<file path="src/design/mmqs_pkg.sv">
// Shared types, constants and a helper function of the moving min/max quantization observer.
`timescale 1ns / 1ps

package mmqs_pkg;

  // Sample width of the Q8.8 input stream.
  localparam int SampleBits = 16;

  // Widths of the Q8.16 moving values, the scale and the zero point.
  localparam int Q816Width  = 24;
  localparam int ScaleWidth = 40;
  localparam int ZpWidth    = 32;

  // Configuration port.
  localparam int CfgIdxWidth  = 2;
  localparam int CfgDataWidth = 17;
  localparam int BitsWidth    = 5;
  localparam int MomWidth     = 17;

  localparam logic [CfgIdxWidth-1:0] CfgAffineMode = 2'd0;
  localparam logic [CfgIdxWidth-1:0] CfgTargetBits = 2'd1;
  localparam logic [CfgIdxWidth-1:0] CfgMomentum   = 2'd2;

  localparam logic [BitsWidth-1:0] BitsReset = 5'd8;
  localparam logic [BitsWidth-1:0] BitsMin   = 5'd2;
  localparam logic [BitsWidth-1:0] BitsMax   = 5'd16;
  localparam logic [MomWidth-1:0]  MomReset  = 17'd62259;
  localparam logic [MomWidth-1:0]  MomOne    = 17'h10000;

  // Iterative divider: dividend and divisor widths.
  localparam int DivWidth    = 48;
  localparam int DivorWidth  = ScaleWidth;
  localparam int DivCntWidth = $clog2(DivWidth);

  // Saturation limits of the Q8.16 moving values.
  localparam logic signed [Q816Width-1:0] Q816Max = 24'sh7fffff;
  localparam logic signed [Q816Width-1:0] Q816Min = -24'sh800000;

  // Request payloads.
  typedef struct packed {
    logic signed [SampleBits-1:0] sample;
    logic                         last_sample;
  } in_req_t;

  typedef struct packed {
    logic        [ScaleWidth-1:0] scale_out;
    logic signed [ZpWidth-1:0]    zero_offset;
    logic signed [Q816Width-1:0]  avg_max;
    logic signed [Q816Width-1:0]  avg_min;
    logic                         clipped;
  } out_req_t;

  // Commands from the controller to the datapath.
  typedef struct packed {
    logic accept;      // an input request is taken this cycle
    logic mul_first;   // old value times momentum into the accumulator
    logic mul_second;  // add batch value times one minus momentum
    logic mul_low;     // blend works on the minimum instead of the maximum
    logic wr_high;     // write the blended maximum
    logic wr_low;      // write the blended minimum
    logic div_scale;   // start the scale division
    logic div_zp;      // start the zero point division
    logic take_scale;  // latch the scale quotient
    logic take_zp;     // latch and saturate the zero point quotient
    logic load_out;    // move the finished result into the output register
  } ctrl_cmd_t;

  // Status from the datapath to the controller.
  typedef struct packed {
    logic affine;
    logic div_done;
    logic quo_zero;
    logic out_free;
  } ctrl_sts_t;

  // Q8.8 value (already extended by two bits) to Q8.16, saturated.
  function automatic logic signed [Q816Width-1:0] to_q816(
    input logic signed [SampleBits+1:0] v
  );
    logic signed [SampleBits+9:0] w;
    logic signed [Q816Width-1:0]  r;
    w = $signed({v, 8'h00});
    if (w > Q816Max) begin
      r = Q816Max;
    end else if (w < Q816Min) begin
      r = Q816Min;
    end else begin
      r = w[Q816Width-1:0];
    end
    return r;
  endfunction

endpackage

</file>
<file path="src/design/mmqs_divider.sv">
// Restoring divider that produces one quotient bit per cycle.
`timescale 1ns / 1ps

module mmqs_divider (
  input  logic                                  clk_i,
  input  logic                                  rst_ni,
  input  logic                                  start_i,
  input  logic [mmqs_pkg::DivWidth-1:0]         dividend_i,
  input  logic [mmqs_pkg::DivorWidth-1:0]       divisor_i,
  output logic [mmqs_pkg::DivWidth-1:0]         quotient_o,
  output logic                                  done_o
);

  localparam int DW = mmqs_pkg::DivWidth;
  localparam int VW = mmqs_pkg::DivorWidth;
  localparam int CW = mmqs_pkg::DivCntWidth;

  logic [VW:0]   rem_q;
  logic [DW-1:0] quo_q;
  logic [VW-1:0] divisor_q;
  logic [CW-1:0] cnt_q;
  logic          busy_q;
  logic          done_q;

  logic [VW:0]   rem_sh;
  logic [VW+1:0] diff;
  logic          fits;

  // Trial subtraction of the divisor from the shifted partial remainder.
  assign rem_sh = {rem_q[VW-1:0], quo_q[DW-1]};
  assign diff   = {1'b0, rem_sh} - {2'b00, divisor_q};
  assign fits   = ~diff[VW+1];

  // Control: busy while bits remain, done pulses after the last bit.
  always_ff @(posedge clk_i or negedge rst_ni) begin
    if (!rst_ni) begin
      busy_q <= 1'b0;
      done_q <= 1'b0;
      cnt_q  <= '0;
    end else begin
      done_q <= 1'b0;
      if (start_i) begin
        busy_q <= 1'b1;
        cnt_q  <= CW'(DW - 1);
      end else if (busy_q) begin
        if (cnt_q == '0) begin
          busy_q <= 1'b0;
          done_q <= 1'b1;
        end else begin
          cnt_q <= cnt_q - 1'b1;
        end
      end
    end
  end

  // Datapath: dividend shifts out at the top while quotient bits shift in.
  always_ff @(posedge clk_i) begin
    if (start_i) begin
      rem_q     <= '0;
      quo_q     <= dividend_i;
      divisor_q <= divisor_i;
    end else if (busy_q) begin
      rem_q <= fits ? diff[VW:0] : rem_sh;
      quo_q <= {quo_q[DW-2:0], fits};
    end
  end

  assign quotient_o = quo_q;
  assign done_o     = done_q;

endmodule

</file>
<file path="src/design/mmqs_datapath.sv">
// Datapath: configuration registers, batch extremes, moving averages, divisions, result register.
`timescale 1ns / 1ps

module mmqs_datapath (
  input  logic                                 clk_i,
  input  logic                                 rst_ni,
  input  logic                                 cfg_we_i,
  input  logic [mmqs_pkg::CfgIdxWidth-1:0]     cfg_index_i,
  input  logic [mmqs_pkg::CfgDataWidth-1:0]    cfg_data_i,
  input  mmqs_pkg::in_req_t                    in_data_i,
  output mmqs_pkg::out_req_t                   out_data_o,
  output logic                                 out_valid_o,
  input  logic                                 out_ready_i,
  input  mmqs_pkg::ctrl_cmd_t                  cmd_i,
  output mmqs_pkg::ctrl_sts_t                  sts_o
);

  localparam int SB = mmqs_pkg::SampleBits;
  localparam int QW = mmqs_pkg::Q816Width;
  localparam int MW = mmqs_pkg::MomWidth;
  localparam int PW = QW + MW + 1;
  localparam int AW = PW + 2;
  localparam int DW = mmqs_pkg::DivWidth;
  localparam int VW = mmqs_pkg::DivorWidth;
  localparam int SW = mmqs_pkg::ScaleWidth;
  localparam int ZW = mmqs_pkg::ZpWidth;

  // Configuration registers.
  logic                              affine_q;
  logic [mmqs_pkg::BitsWidth-1:0]    bits_q;
  logic [MW-1:0]                     mom_q;

  always_ff @(posedge clk_i or negedge rst_ni) begin
    if (!rst_ni) begin
      affine_q <= 1'b0;
      bits_q   <= mmqs_pkg::BitsReset;
      mom_q    <= mmqs_pkg::MomReset;
    end else if (cfg_we_i) begin
      case (cfg_index_i)
        mmqs_pkg::CfgAffineMode: affine_q <= cfg_data_i[0];
        mmqs_pkg::CfgTargetBits: bits_q   <= cfg_data_i[mmqs_pkg::BitsWidth-1:0];
        mmqs_pkg::CfgMomentum:   mom_q    <= cfg_data_i[MW-1:0];
        default: ;
      endcase
    end
  end

  // Batch extremes including the sample taken this cycle.
  logic signed [SB-1:0] bhigh_q, blow_q;
  logic                 started_q;
  logic signed [SB-1:0] s, nhigh, nlow;

  assign s     = in_data_i.sample;
  assign nhigh = (!started_q || s > bhigh_q) ? s : bhigh_q;
  assign nlow  = (!started_q || s < blow_q) ? s : blow_q;

  always_ff @(posedge clk_i or negedge rst_ni) begin
    if (!rst_ni) begin
      bhigh_q   <= '0;
      blow_q    <= '0;
      started_q <= 1'b0;
    end else if (cmd_i.accept) begin
      bhigh_q   <= nhigh;
      blow_q    <= nlow;
      started_q <= ~in_data_i.last_sample;
    end
  end

  // Batch values in Q8.16: the larger magnitude in symmetric mode.
  logic signed [SB+1:0]  ehigh, elow, ahigh, alow, amax;
  logic signed [QW-1:0]  act_hi_d, act_lo_d;
  logic signed [QW-1:0]  act_hi_q, act_lo_q;

  assign ehigh    = (SB + 2)'(nhigh);
  assign elow     = (SB + 2)'(nlow);
  assign ahigh    = ehigh[SB+1] ? -ehigh : ehigh;
  assign alow     = elow[SB+1] ? -elow : elow;
  assign amax     = (ahigh > alow) ? ahigh : alow;
  assign act_hi_d = mmqs_pkg::to_q816(affine_q ? ehigh : amax);
  assign act_lo_d = mmqs_pkg::to_q816(elow);

  always_ff @(posedge clk_i) begin
    if (cmd_i.accept && in_data_i.last_sample) begin
      act_hi_q <= act_hi_d;
      act_lo_q <= act_lo_d;
    end
  end

  // Exponential average: one shared multiplier, two products accumulated.
  logic signed [QW-1:0] run_hi_q, run_lo_q;
  logic signed [QW-1:0] old_sel, act_sel;
  logic [MW-1:0]        m_eff, mul_b;
  logic signed [PW-1:0] prod;
  logic signed [AW-1:0] acc_q;

  assign m_eff   = (mom_q > mmqs_pkg::MomOne) ? mmqs_pkg::MomOne : mom_q;
  assign mul_b   = cmd_i.mul_first ? m_eff : (mmqs_pkg::MomOne - m_eff);
  assign old_sel = cmd_i.mul_low ? run_lo_q : run_hi_q;
  assign act_sel = cmd_i.mul_low ? act_lo_q : act_hi_q;
  assign prod    = (cmd_i.mul_first ? old_sel : act_sel) * $signed({1'b0, mul_b});

  always_ff @(posedge clk_i) begin
    if (cmd_i.mul_first) begin
      acc_q <= AW'(prod) + AW'(32768);
    end else if (cmd_i.mul_second) begin
      acc_q <= acc_q + AW'(prod);
    end
  end

  // Round by the bias already in the accumulator, then saturate.
  logic signed [AW-17:0] shifted;
  logic signed [QW-1:0]  blend_sat, blend_res;

  assign shifted = $signed(acc_q[AW-1:16]);
  always_comb begin
    if (shifted > mmqs_pkg::Q816Max) begin
      blend_sat = mmqs_pkg::Q816Max;
    end else if (shifted < mmqs_pkg::Q816Min) begin
      blend_sat = mmqs_pkg::Q816Min;
    end else begin
      blend_sat = shifted[QW-1:0];
    end
  end
  // A moving value of zero is uninitialized and takes the batch value outright.
  assign blend_res = (old_sel == '0) ? act_sel : blend_sat;

  always_ff @(posedge clk_i or negedge rst_ni) begin
    if (!rst_ni) begin
      run_hi_q <= '0;
      run_lo_q <= '0;
    end else begin
      if (cmd_i.wr_high) begin
        run_hi_q <= blend_res;
        if (!affine_q) begin
          run_lo_q <= blend_res;
        end
      end
      if (cmd_i.wr_low) begin
        run_lo_q <= blend_res;
      end
    end
  end

  // Scale divisor 2^e - 1, with the bit width clamped to its legal range.
  logic [mmqs_pkg::BitsWidth-1:0] b_eff, e_sh;
  logic [MW-1:0]                  den;

  assign b_eff = (bits_q < mmqs_pkg::BitsMin) ? mmqs_pkg::BitsMin :
                 (bits_q > mmqs_pkg::BitsMax) ? mmqs_pkg::BitsMax : bits_q;
  assign e_sh  = affine_q ? b_eff : (b_eff - 1'b1);
  assign den   = (MW'(1) << e_sh) - MW'(1);

  // Scale numerator: range or maximum, in Q8.16 shifted to Q8.24.
  logic signed [QW:0]    num;
  logic                  num_pos;
  logic [DW-1:0]         sc_dividend;

  assign num         = affine_q ? ((QW + 1)'(run_hi_q) - (QW + 1)'(run_lo_q))
                                : (QW + 1)'(run_hi_q);
  assign num_pos     = ~num[QW] && (num != '0);
  assign sc_dividend = num_pos ? (DW'({num[QW-1:0], 8'h00}) + DW'(den >> 1)) : '0;

  // Zero point numerator: magnitude of the minimum plus half the scale.
  logic signed [QW-1:0]  lo_abs;
  logic [SW-1:0]         scale_q;
  logic [DW-1:0]         zp_dividend;

  assign lo_abs      = run_lo_q[QW-1] ? -run_lo_q : run_lo_q;
  assign zp_dividend = DW'({lo_abs, 16'h0000}) + DW'(scale_q >> 1);

  // Shared iterative divider.
  logic [DW-1:0] div_dividend, quo;
  logic [VW-1:0] div_divisor;
  logic          div_done;

  assign div_dividend = cmd_i.div_scale ? sc_dividend : zp_dividend;
  assign div_divisor  = cmd_i.div_scale ? VW'(den) : VW'(scale_q);

  mmqs_divider u_div (
    .clk_i      (clk_i),
    .rst_ni     (rst_ni),
    .start_i    (cmd_i.div_scale | cmd_i.div_zp),
    .dividend_i (div_dividend),
    .divisor_i  (div_divisor),
    .quotient_o (quo),
    .done_o     (div_done)
  );

  // Scale, zero point and clip flag.
  logic signed [ZW-1:0] zp_q;
  logic                 clip_q;
  logic                 zp_neg;
  logic [ZW:0]          q_sat;
  logic                 q_clip;

  assign zp_neg = ~run_lo_q[QW-1] && (run_lo_q != '0);

  always_comb begin
    if (zp_neg) begin
      q_clip = quo > DW'(33'h080000000);
      q_sat  = q_clip ? 33'h080000000 : quo[ZW:0];
    end else begin
      q_clip = quo > DW'(33'h07fffffff);
      q_sat  = q_clip ? 33'h07fffffff : quo[ZW:0];
    end
  end

  always_ff @(posedge clk_i) begin
    if (cmd_i.take_scale) begin
      scale_q <= quo[SW-1:0];
      zp_q    <= '0;
      clip_q  <= (quo == '0);
    end else if (cmd_i.take_zp) begin
      zp_q   <= zp_neg ? -$signed(q_sat[ZW-1:0]) : $signed(q_sat[ZW-1:0]);
      clip_q <= q_clip;
    end
  end

  // Output register: holds a finished result until the consumer takes it.
  logic               out_valid_q;
  mmqs_pkg::out_req_t out_q;

  always_ff @(posedge clk_i or negedge rst_ni) begin
    if (!rst_ni) begin
      out_valid_q <= 1'b0;
    end else if (cmd_i.load_out) begin
      out_valid_q <= 1'b1;
    end else if (out_ready_i) begin
      out_valid_q <= 1'b0;
    end
  end

  always_ff @(posedge clk_i) begin
    if (cmd_i.load_out) begin
      out_q.scale_out   <= scale_q;
      out_q.zero_offset <= zp_q;
      out_q.avg_max     <= run_hi_q;
      out_q.avg_min     <= run_lo_q;
      out_q.clipped     <= clip_q;
    end
  end

  assign out_data_o  = out_q;
  assign out_valid_o = out_valid_q;

  // Status toward the controller.
  assign sts_o.affine   = affine_q;
  assign sts_o.div_done = div_done;
  assign sts_o.quo_zero = (quo == '0);
  assign sts_o.out_free = ~out_valid_q | out_ready_i;

endmodule

</file>
<file path="src/design/mmqs_ctrl.sv">
// Controller state machine that sequences the end-of-batch update.
`timescale 1ns / 1ps

module mmqs_ctrl (
  input  logic                 clk_i,
  input  logic                 rst_ni,
  input  logic                 in_valid_i,
  input  logic                 in_last_i,
  output logic                 in_ready_o,
  input  mmqs_pkg::ctrl_sts_t  sts_i,
  output mmqs_pkg::ctrl_cmd_t  cmd_o
);

  typedef enum logic [11:0] {
    S_IDLE     = 12'b000000000001,
    S_HI_OLD   = 12'b000000000010,
    S_HI_ACT   = 12'b000000000100,
    S_HI_WR    = 12'b000000001000,
    S_LO_OLD   = 12'b000000010000,
    S_LO_ACT   = 12'b000000100000,
    S_LO_WR    = 12'b000001000000,
    S_SC_START = 12'b000010000000,
    S_SC_WAIT  = 12'b000100000000,
    S_ZP_START = 12'b001000000000,
    S_ZP_WAIT  = 12'b010000000000,
    S_FINISH   = 12'b100000000000
  } state_e;

  state_e state_q, state_d;

  always_ff @(posedge clk_i or negedge rst_ni) begin
    if (!rst_ni) begin
      state_q <= S_IDLE;
    end else begin
      state_q <= state_d;
    end
  end

  // Next state and commands.
  always_comb begin
    state_d = state_q;
    cmd_o   = '0;
    case (state_q)
      S_IDLE: begin
        cmd_o.accept = in_valid_i;
        if (in_valid_i && in_last_i) begin
          state_d = S_HI_OLD;
        end
      end
      S_HI_OLD: begin
        cmd_o.mul_first = 1'b1;
        state_d = S_HI_ACT;
      end
      S_HI_ACT: begin
        cmd_o.mul_second = 1'b1;
        state_d = S_HI_WR;
      end
      S_HI_WR: begin
        cmd_o.wr_high = 1'b1;
        state_d = sts_i.affine ? S_LO_OLD : S_SC_START;
      end
      S_LO_OLD: begin
        cmd_o.mul_first = 1'b1;
        cmd_o.mul_low   = 1'b1;
        state_d = S_LO_ACT;
      end
      S_LO_ACT: begin
        cmd_o.mul_second = 1'b1;
        cmd_o.mul_low    = 1'b1;
        state_d = S_LO_WR;
      end
      S_LO_WR: begin
        cmd_o.wr_low  = 1'b1;
        cmd_o.mul_low = 1'b1;
        state_d = S_SC_START;
      end
      S_SC_START: begin
        cmd_o.div_scale = 1'b1;
        state_d = S_SC_WAIT;
      end
      S_SC_WAIT: begin
        if (sts_i.div_done) begin
          cmd_o.take_scale = 1'b1;
          state_d = (sts_i.quo_zero || !sts_i.affine) ? S_FINISH : S_ZP_START;
        end
      end
      S_ZP_START: begin
        cmd_o.div_zp = 1'b1;
        state_d = S_ZP_WAIT;
      end
      S_ZP_WAIT: begin
        if (sts_i.div_done) begin
          cmd_o.take_zp = 1'b1;
          state_d = S_FINISH;
        end
      end
      S_FINISH: begin
        if (sts_i.out_free) begin
          cmd_o.load_out = 1'b1;
          state_d = S_IDLE;
        end
      end
      default: begin
        state_d = S_IDLE;
      end
    endcase
  end

  assign in_ready_o = (state_q == S_IDLE);

endmodule

</file>
<file path="src/design/moving_minmax_quant_scale_unit.sv">
// Top level of the moving min/max quantization observer.
`timescale 1ns / 1ps

// Samples in signed Q8.8 are taken one per cycle while the block is collecting a
// batch; the request that carries last_sample closes the batch and the block then
// stops taking requests while it folds the batch extremes into the moving maximum
// and minimum and works out the scale and zero point. The moving averages run on
// one shared multiplier, and both divisions use one restoring divider that yields
// one quotient bit per cycle. In symmetric mode the zero point division is skipped,
// and in affine mode it is skipped when the scale is zero; the result then sits in
// an output register, so the next batch streams in while it waits to be taken.
// Configuration is written through a plain write port; the user must write it only
// while the block is idle, as the block itself does not enforce this.
module moving_minmax_quant_scale_unit (
  input  logic                              clk_i,
  input  logic                              rst_ni,
  input  logic                              cfg_we_i,
  input  logic [mmqs_pkg::CfgIdxWidth-1:0]  cfg_index_i,
  input  logic [mmqs_pkg::CfgDataWidth-1:0] cfg_data_i,
  input  logic                              in_valid_i,
  output logic                              in_ready_o,
  input  mmqs_pkg::in_req_t                 in_data_i,
  output logic                              out_valid_o,
  input  logic                              out_ready_i,
  output mmqs_pkg::out_req_t                out_data_o
);

  mmqs_pkg::ctrl_cmd_t cmd;
  mmqs_pkg::ctrl_sts_t sts;

  // Sequencer.
  mmqs_ctrl u_ctrl (
    .clk_i      (clk_i),
    .rst_ni     (rst_ni),
    .in_valid_i (in_valid_i),
    .in_last_i  (in_data_i.last_sample),
    .in_ready_o (in_ready_o),
    .sts_i      (sts),
    .cmd_o      (cmd)
  );

  // Arithmetic and storage.
  mmqs_datapath u_dp (
    .clk_i       (clk_i),
    .rst_ni      (rst_ni),
    .cfg_we_i    (cfg_we_i),
    .cfg_index_i (cfg_index_i),
    .cfg_data_i  (cfg_data_i),
    .in_data_i   (in_data_i),
    .out_data_o  (out_data_o),
    .out_valid_o (out_valid_o),
    .out_ready_i (out_ready_i),
    .cmd_i       (cmd),
    .sts_o       (sts)
  );

endmodule
</file>
<file path="config.mk">
export PLATFORM = sky130hd
export DESIGN_NAME = moving_minmax_quant_scale_unit
export DESIGN_NICKNAME = d
export VERILOG_FILES = /design/src/design/mmqs_pkg.sv /design/src/design/mmqs_divider.sv /design/src/design/mmqs_datapath.sv /design/src/design/mmqs_ctrl.sv /design/src/design/moving_minmax_quant_scale_unit.sv
export SDC_FILE = /design/constraint.sdc
export NUM_CORES = 2
export LEC_CHECK = 0
export BUFFER_PORTS_ARGS = -buffer_cell sky130_fd_sc_hd__buf_4
export CORE_AREA = 2 2 280 282
export CTS_BUF_LIST = sky130_fd_sc_hd__clkbuf_4 sky130_fd_sc_hd__clkbuf_8
export CTS_CLUSTER_SIZE = 40
export DETAILED_ROUTE_END_ITERATION = 8
export DIE_AREA = 0 0 282 284
export PLACE_DENSITY = 0.92
export SKIP_LAST_GASP = 1
export SYNTH_ARGS = -nofsm -noshare
export SYNTH_HDL_FRONTEND = slang
export SYNTH_SLANG_ARGS = --single-unit
</file>
<file path="constraint.sdc">
create_clock -name clk_i -period 15.2 [get_ports clk_i]
set_input_delay 1.52 -clock clk_i [delete_from_list [all_inputs] [get_ports clk_i]]
set_output_delay 1.52 -clock clk_i [all_outputs]
set_load 0.05 [all_outputs]
</file>
Word level (Yosys, flattened, before mapping). Index checks and enable logic that the tools add are counted.

Logic and storage cells: 184. Output and inout port bits: 123. Bits in registers: 539.

Reductions and logical operators: 29. Shifts and indexed selects: 1. Bitwise gates (word level): 7. Equal/unequal tests: 20. $mul: 1. Add/subtract/negate cells: 14. Mux-type cells: 70. $lt $le $gt $ge: 14.

Operators by type and width (count): 24-bit two-way mux (11); 48-bit two-way mux (4); 12-bit one-hot mux with 12 select lines (1); 32-bit two-way mux (4); 44-bit two-way mux (2); 18-bit two-way mux (4); 12-bit two-way mux (5); 17-bit two-way mux (3); 48-bit by 31-bit greater-than comparator with 1-bit output (second input constant) (1); 48-bit by 32-bit greater-than comparator with 1-bit output (second input constant) (1); 48-bit zero test (1); 44-bit by 42-bit adder with 44-bit output (1); 42-bit by 17-bit adder with 43-bit output (second input constant) (1); 42-bit by 18-bit multiplier with 42-bit output (1); 42-bit two-way mux (1); 41-bit by 40-bit subtractor with 42-bit output (1); 40-bit by 39-bit adder with 41-bit output (1); 40-bit two-way mux (1); 16-bit negator with 18-bit output (2); 32-bit by 16-bit adder with 33-bit output (1); 16-bit two-way mux (2); 32-bit negator (1); 28-bit by 24-bit greater-than comparator with 1-bit output (second input constant) (1); 28-bit by 24-bit < comparator with 1-bit output (second input constant) (1); other kinds (53) (104).

Logic depth before layout (Yosys ltp).
Depth after elaboration: 11. Mapped depth: 46. Gate-level depth less buffers: 42.

Hierarchy. Synthesis repeated with hierarchy kept, for this count alone.

Cells, all modules: 5363. Area total of the unflattened synthesis: 49618.8 um^2.

By module, submodules not included: mmqs_datapath (area each 40971.8 um^2, instances 1, cells an instance 4533); mmqs_divider (area each 7816.2 um^2, instances 1, cells an instance 738); mmqs_ctrl (area each 830.8 um^2, instances 1, cells an instance 92).

Least setup slack after synthesis. OpenSTA, ideal clock, no wires.

Path type: register -> register. From: register u_ctrl.state_q[8]. To: register u_dp.acc_q[42] (data pin). Path slack: 4822 ps. Period minus slack after synthesis: 10378 ps. Path buffers: 8. Cell stages (with the launch flop): 46. Required time: 14944 ps. Arrival time: 10122 ps. Setup time: 256 ps. Cells stage by stage: dfrtp_1 clkbuf_1 nor2_1 and3b_1 nand2_1 or2_2 clkbuf_1 buf_1 buf_2 nand3_1 clkbuf_1 o21ai_0 nand2_1 fa_1 inv_1 fa_1 inv_1 fa_1 [10 not listed] buf_2 a21boi_1 o31ai_1 mux2i_1 inv_1 ha_1 clkbuf_1 nand3_1 nor3_1 nand2_1 a211oi_1 nor2_1 o21ai_0 a211oi_1 o21bai_1 a21oi_1 xnor2_1 a22o_1.

Longest elaborated chain between the ends: 9.

RTL lines: start: declaration (line mmqs_ctrl.sv:29) `state_e state_q, state_d;`; start signal: assignment (line mmqs_ctrl.sv:35) `state_q <= state_d;`; 12-bit by 5-bit == test with 1-bit output (tied with other cells) (line mmqs_ctrl.sv:43) `case (state_q)`; 3-bit OR reduction (no line); 1-bit two-way mux (line mmqs_ctrl.sv:43); 24-bit two-way mux, on equally long branches (line mmqs_datapath.sv:99, mmqs_datapath.sv:98); 42-bit two-way mux (line mmqs_datapath.sv:100) `assign prod = (cmd_i.mul_first ? old_sel : act_sel) * $signed({1'b0, mul_b});`; 42-bit by 18-bit multiplier with 42-bit output (line mmqs_datapath.sv:100); 44-bit by 42-bit adder with 44-bit output (line mmqs_datapath.sv:106) `acc_q <= acc_q + AW'(prod);`; 44-bit two-way mux (line mmqs_datapath.sv:105) `end else if (cmd_i.mul_second) begin`; 44-bit two-way mux (*) (line mmqs_datapath.sv:103) `if (cmd_i.mul_first) begin`; end signal: assignment (line mmqs_datapath.sv:104) `acc_q <= AW'(prod) + AW'(32768);`; end signal: assignment (line mmqs_datapath.sv:106); end: declaration (line mmqs_datapath.sv:94) `logic signed [AW-1:0] acc_q;`.

Mark *: on every way between the ends. The rest lies on a longest branch, timed or not. The select of a mux whose other input is x is not followed. A chain may end at the register's enable or synchronous reset.

Worst setup path after layout. Same ends and word-level chain as after synthesis.

==> results summary <==
The highest signal layer in the routed design is met5. The clock drives 524 sinks. The min-delay analysis places its worst path in the category reg -> reg. For this run, the leading register cell type out of synthesis is edfxtp_1. Counting instances in the post-synthesis netlist gives the leading cell types as inv_1, nand2_1, nor2_1. The synthesized design contains 327 enable-type register cells. The placer congestion estimate came out at 0.982. The fraction of registers with async set/reset is 23.9%.

The post-synthesis sequential element count is 524. The routed wire length is 142,000 um. The H-tree was split into 3 levels. The wire length of the first global-routing pass is 224,000 um.

The final critical-path required period came out at 12.65 ns. Buffers added to address setup during post-CTS repair amount to 0. The most instantiated library cell after synthesis is inv_1. The total global routing overflow is 0. Across the run, the number of max-cap violations was 0. The run finished with clean final reports.

Summing the sequential cell areas from Yosys gives 29.5% of the chip area. The routed length on met3 came out at 14,000 um. The post-detailed-placement half-perimeter wirelength came out at 107,000 um.

Measured along the x axis, the die boundary spans 282 um. Sorting the synthesized cells by area gives the leading types as edfxtp_1, fa_1, ha_1, dfrtp_1, inv_1. The critical path is of the reg -> reg type. TritonCTS built the clock tree. The area share of the largest cell type after synthesis came out at 20.1%. The fraction of layout instances using a drive strength above 1 came out at 9.78%. The post-cts resize count came out at 0.

The number of slew-limit violations in the final report came out at 0. The effective utilization at floorplan is 63.5%. The cell count after synthesis is 5,346. After detailed routing, the average wire length per cell comes to 21.7 um.

The number of placed I/O pins is 164. The worst setup path is launched from a flip-flop. The arrival time at the worst endpoint is 13.08 ns. Dividing the synthesized area by the synthesized cell count gives 9.15 um^2. For flop-to-flop paths, the worst setup slack is 2.55 ns. The detailed-routed wire length on met2 is 65,400 um.

The final worst clock skew came out at 0.0902 ns. The slowest cell on the critical path is nor4b_1. The wire length on met1 is 50,900 um. The number of buffers created by CTS is 88. In this run the core area contains 102 standard-cell rows. The final sum of negative setup slack came out at 0 ns. For the worst setup path, the data required time is 15.62 ns. The cell at the root of the clock tree is clkbuf_8.

The total via count after detailed routing is 41,500. By instance count, the cell type seen most on the critical path is fa_1. The maximum root-to-sink buffer count came out at 3. The setup-violating endpoint count in the final report is 0. The number of inserted filler cells in the final layout came out at 5,579. The number of endpoints with negative hold slack in the final report came out at 0. The via count of the first global-routing pass came out at 41,500. In this run the worst path has a maximum fanout of 39. Setup repair after global routing left no endpoint under its margin. From synthesis to final layout, the design area changed by 8.70%. In this run, post-CTS hold repair placed 0 buffers.

From bottom edge to top edge, the die measures 284 um. The later pin in the worst-skew pair is clocked with a latency of 0.76 ns. The worst setup path is captured at a flip-flop. Entering global routing, the biggest net connects 76 pins. The core region is 77,000 um^2.

After the first detailed-routing iteration, the DRC count stood at 4,532. The count of buffers from port buffering is 163. After synthesis the cells add up to 48,900 um^2. The final layout contains 6,177 nets. The residual DRC count came out at 0. The number of warnings issued by yosys is 0. The pre-antenna-repair detailed-routing pass consisted of 6 iterations. The number of antenna violations at the first check in global routing is 5. For the pin with the worst max-slew slack, the measured transition is 1.37 ns.

The worst max-slew margin expressed relative to the limit is 8.61%. In this run the remaining antenna-violating nets after routing total 0. The full die area is 80,100 um^2.

The part of the cycle the worst path needs is 83.2%. Summed over all instances, the cell type with the most area after synthesis is edfxtp_1. Using the TritonRoute via totals, the vias-per-cell ratio works out to 6.34. The fmax is 79.0 MHz. The maximum single-stage delay on the critical path came out at 0.73 ns. The distinct cell type count of the synthesized netlist is 110.

The clock-pin slew on the worst setup and hold paths came out at 0.07 ns. Across every metal layer, demand over resource in global routing totals 35.6%.
[through the flow]
step | hold slack (ns) | setup slack (ns) | instances | utilization [%] | area (um^2)
6_report | 0.431 | 2.55 | 6542 | 69.1 | 53200
3_5_place_dp | 0.416 | 2.87 | 6375 | 66.3 | 51000
4_1_cts | 0.428 | 2.77 | 6539 | 69.1 | 53100
3_3_place_gp | 0.414 | 3.33 | 6375 | 66.3 | 51000
5_1_grt | 0.442 | 1.70 | 6540 | 69.1 | 53100
2_1_floorplan | 0.400 | 4.82 | 5348 | - | 48900
[cell families (layout without fill, tap and decap cells)]
family          count (synthesis)  in the layout  synth area share [%]
compound gates               1129           1129                  14.9
xor+xnor                      256            256                  4.59
fa+ha+maj                     711            711                  24.4
buf+inv                       893           1044                  6.94
flops                         524            524                  29.5
mux                           213            213                  4.53
other cells                     2              7                0.0154
simple gates                 1618           1618                  15.2
[final timing paths]
check,startpoint,endpoint,depth (start not counted)
max,u_ctrl.state_q[8]$_DFFE_PN0P_,u_dp.acc_q[42]$_DFFE_PP_,38
max reg2reg,u_ctrl.state_q[8]$_DFFE_PN0P_,u_dp.acc_q[42]$_DFFE_PP_,38
min in group asynchronous,rst_ni,u_dp.bhigh_q[8]$_DFFE_PN0P_,1
min,u_dp.zp_q[27]$_SDFFE_PP0P_,u_dp.out_data_o[76]$_DFFE_PP_,0
min reg2reg,u_dp.zp_q[27]$_SDFFE_PP0P_,u_dp.out_data_o[76]$_DFFE_PP_,0
max in group asynchronous,rst_ni,u_dp.affine_q$_DFFE_PN0P_,2
[per-layer routing]
metal,track usage [%],up-vias
met5,0,-
met4,25.0,6
met3,7.33,676
met2,56.5,2578
met1,43.3,19800
li1,-,18500
[flip-flops by register name (all words and copies together), names as in the netlist, 16 cells and up]
| register | cells |
|---|---|
| u_dp.out_data_o | 121 |
| u_dp.bhigh_q | 16 |
| u_dp.act_hi_q | 17 |
| u_dp.run_lo_q | 24 |
| u_dp.acc_q | 44 |
| u_dp.mom_q | 17 |
| u_dp.scale_q | 40 |
| u_dp.zp_q | 32 |
| u_dp.run_hi_q | 24 |
| u_dp.u_div.divisor_q | 40 |
| u_dp.u_div.rem_q | 40 |
| u_dp.act_lo_q | 16 |
| u_dp.blow_q | 16 |
| u_dp.u_div.quotient_o | 48 |
[critical path, delay by kind of cell, from the launching register on]
family          cells  cell delay (ns)
compound gates     10             3.15
flops               1             0.49
buf+inv             6             0.89
simple gates       12             3.35
mux                 1             0.34
fa+ha+maj           8             3.96
xor+xnor            1             0.13
[cell type report]
cell class | count | area (um^2) | area share (%)
Multi-Input combinational cell | 3931 | 31200 | 58.7
Sequential cell | 524 | 14400 | 27.1
Inverter | 668 | 2510 | 4.72
Timing Repair Buffer | 212 | 1600 | 3.00
Clock buffer | 123 | 1530 | 2.88
Tap cell | 1040 | 1300 | 2.45
Clock inverter | 41 | 609 | 1.15
Antenna cell | 3 | 7.51 | 0.0141
[cell usage in the layout, fill, tap and decap left out, drive strengths merged, types with 98 or more instances in the layout]
master | Yosys | layout
buf | 34 | 212
nor3 | 98 | 98
inv | 667 | 670
clkbuf | 191 | 123
o21ai | 291 | 291
fa | 406 | 406
edfxtp | 327 | 327
nor2 | 472 | 472
dfrtp | 113 | 113
xnor2 | 184 | 184
a21oi | 297 | 297
a21o | 103 | 103
ha | 305 | 305
mux2i | 148 | 148
nand2 | 590 | 590
Power is not shown: default switching activity piles up to over one toggle a cycle in this logic, so the estimate is an artifact.
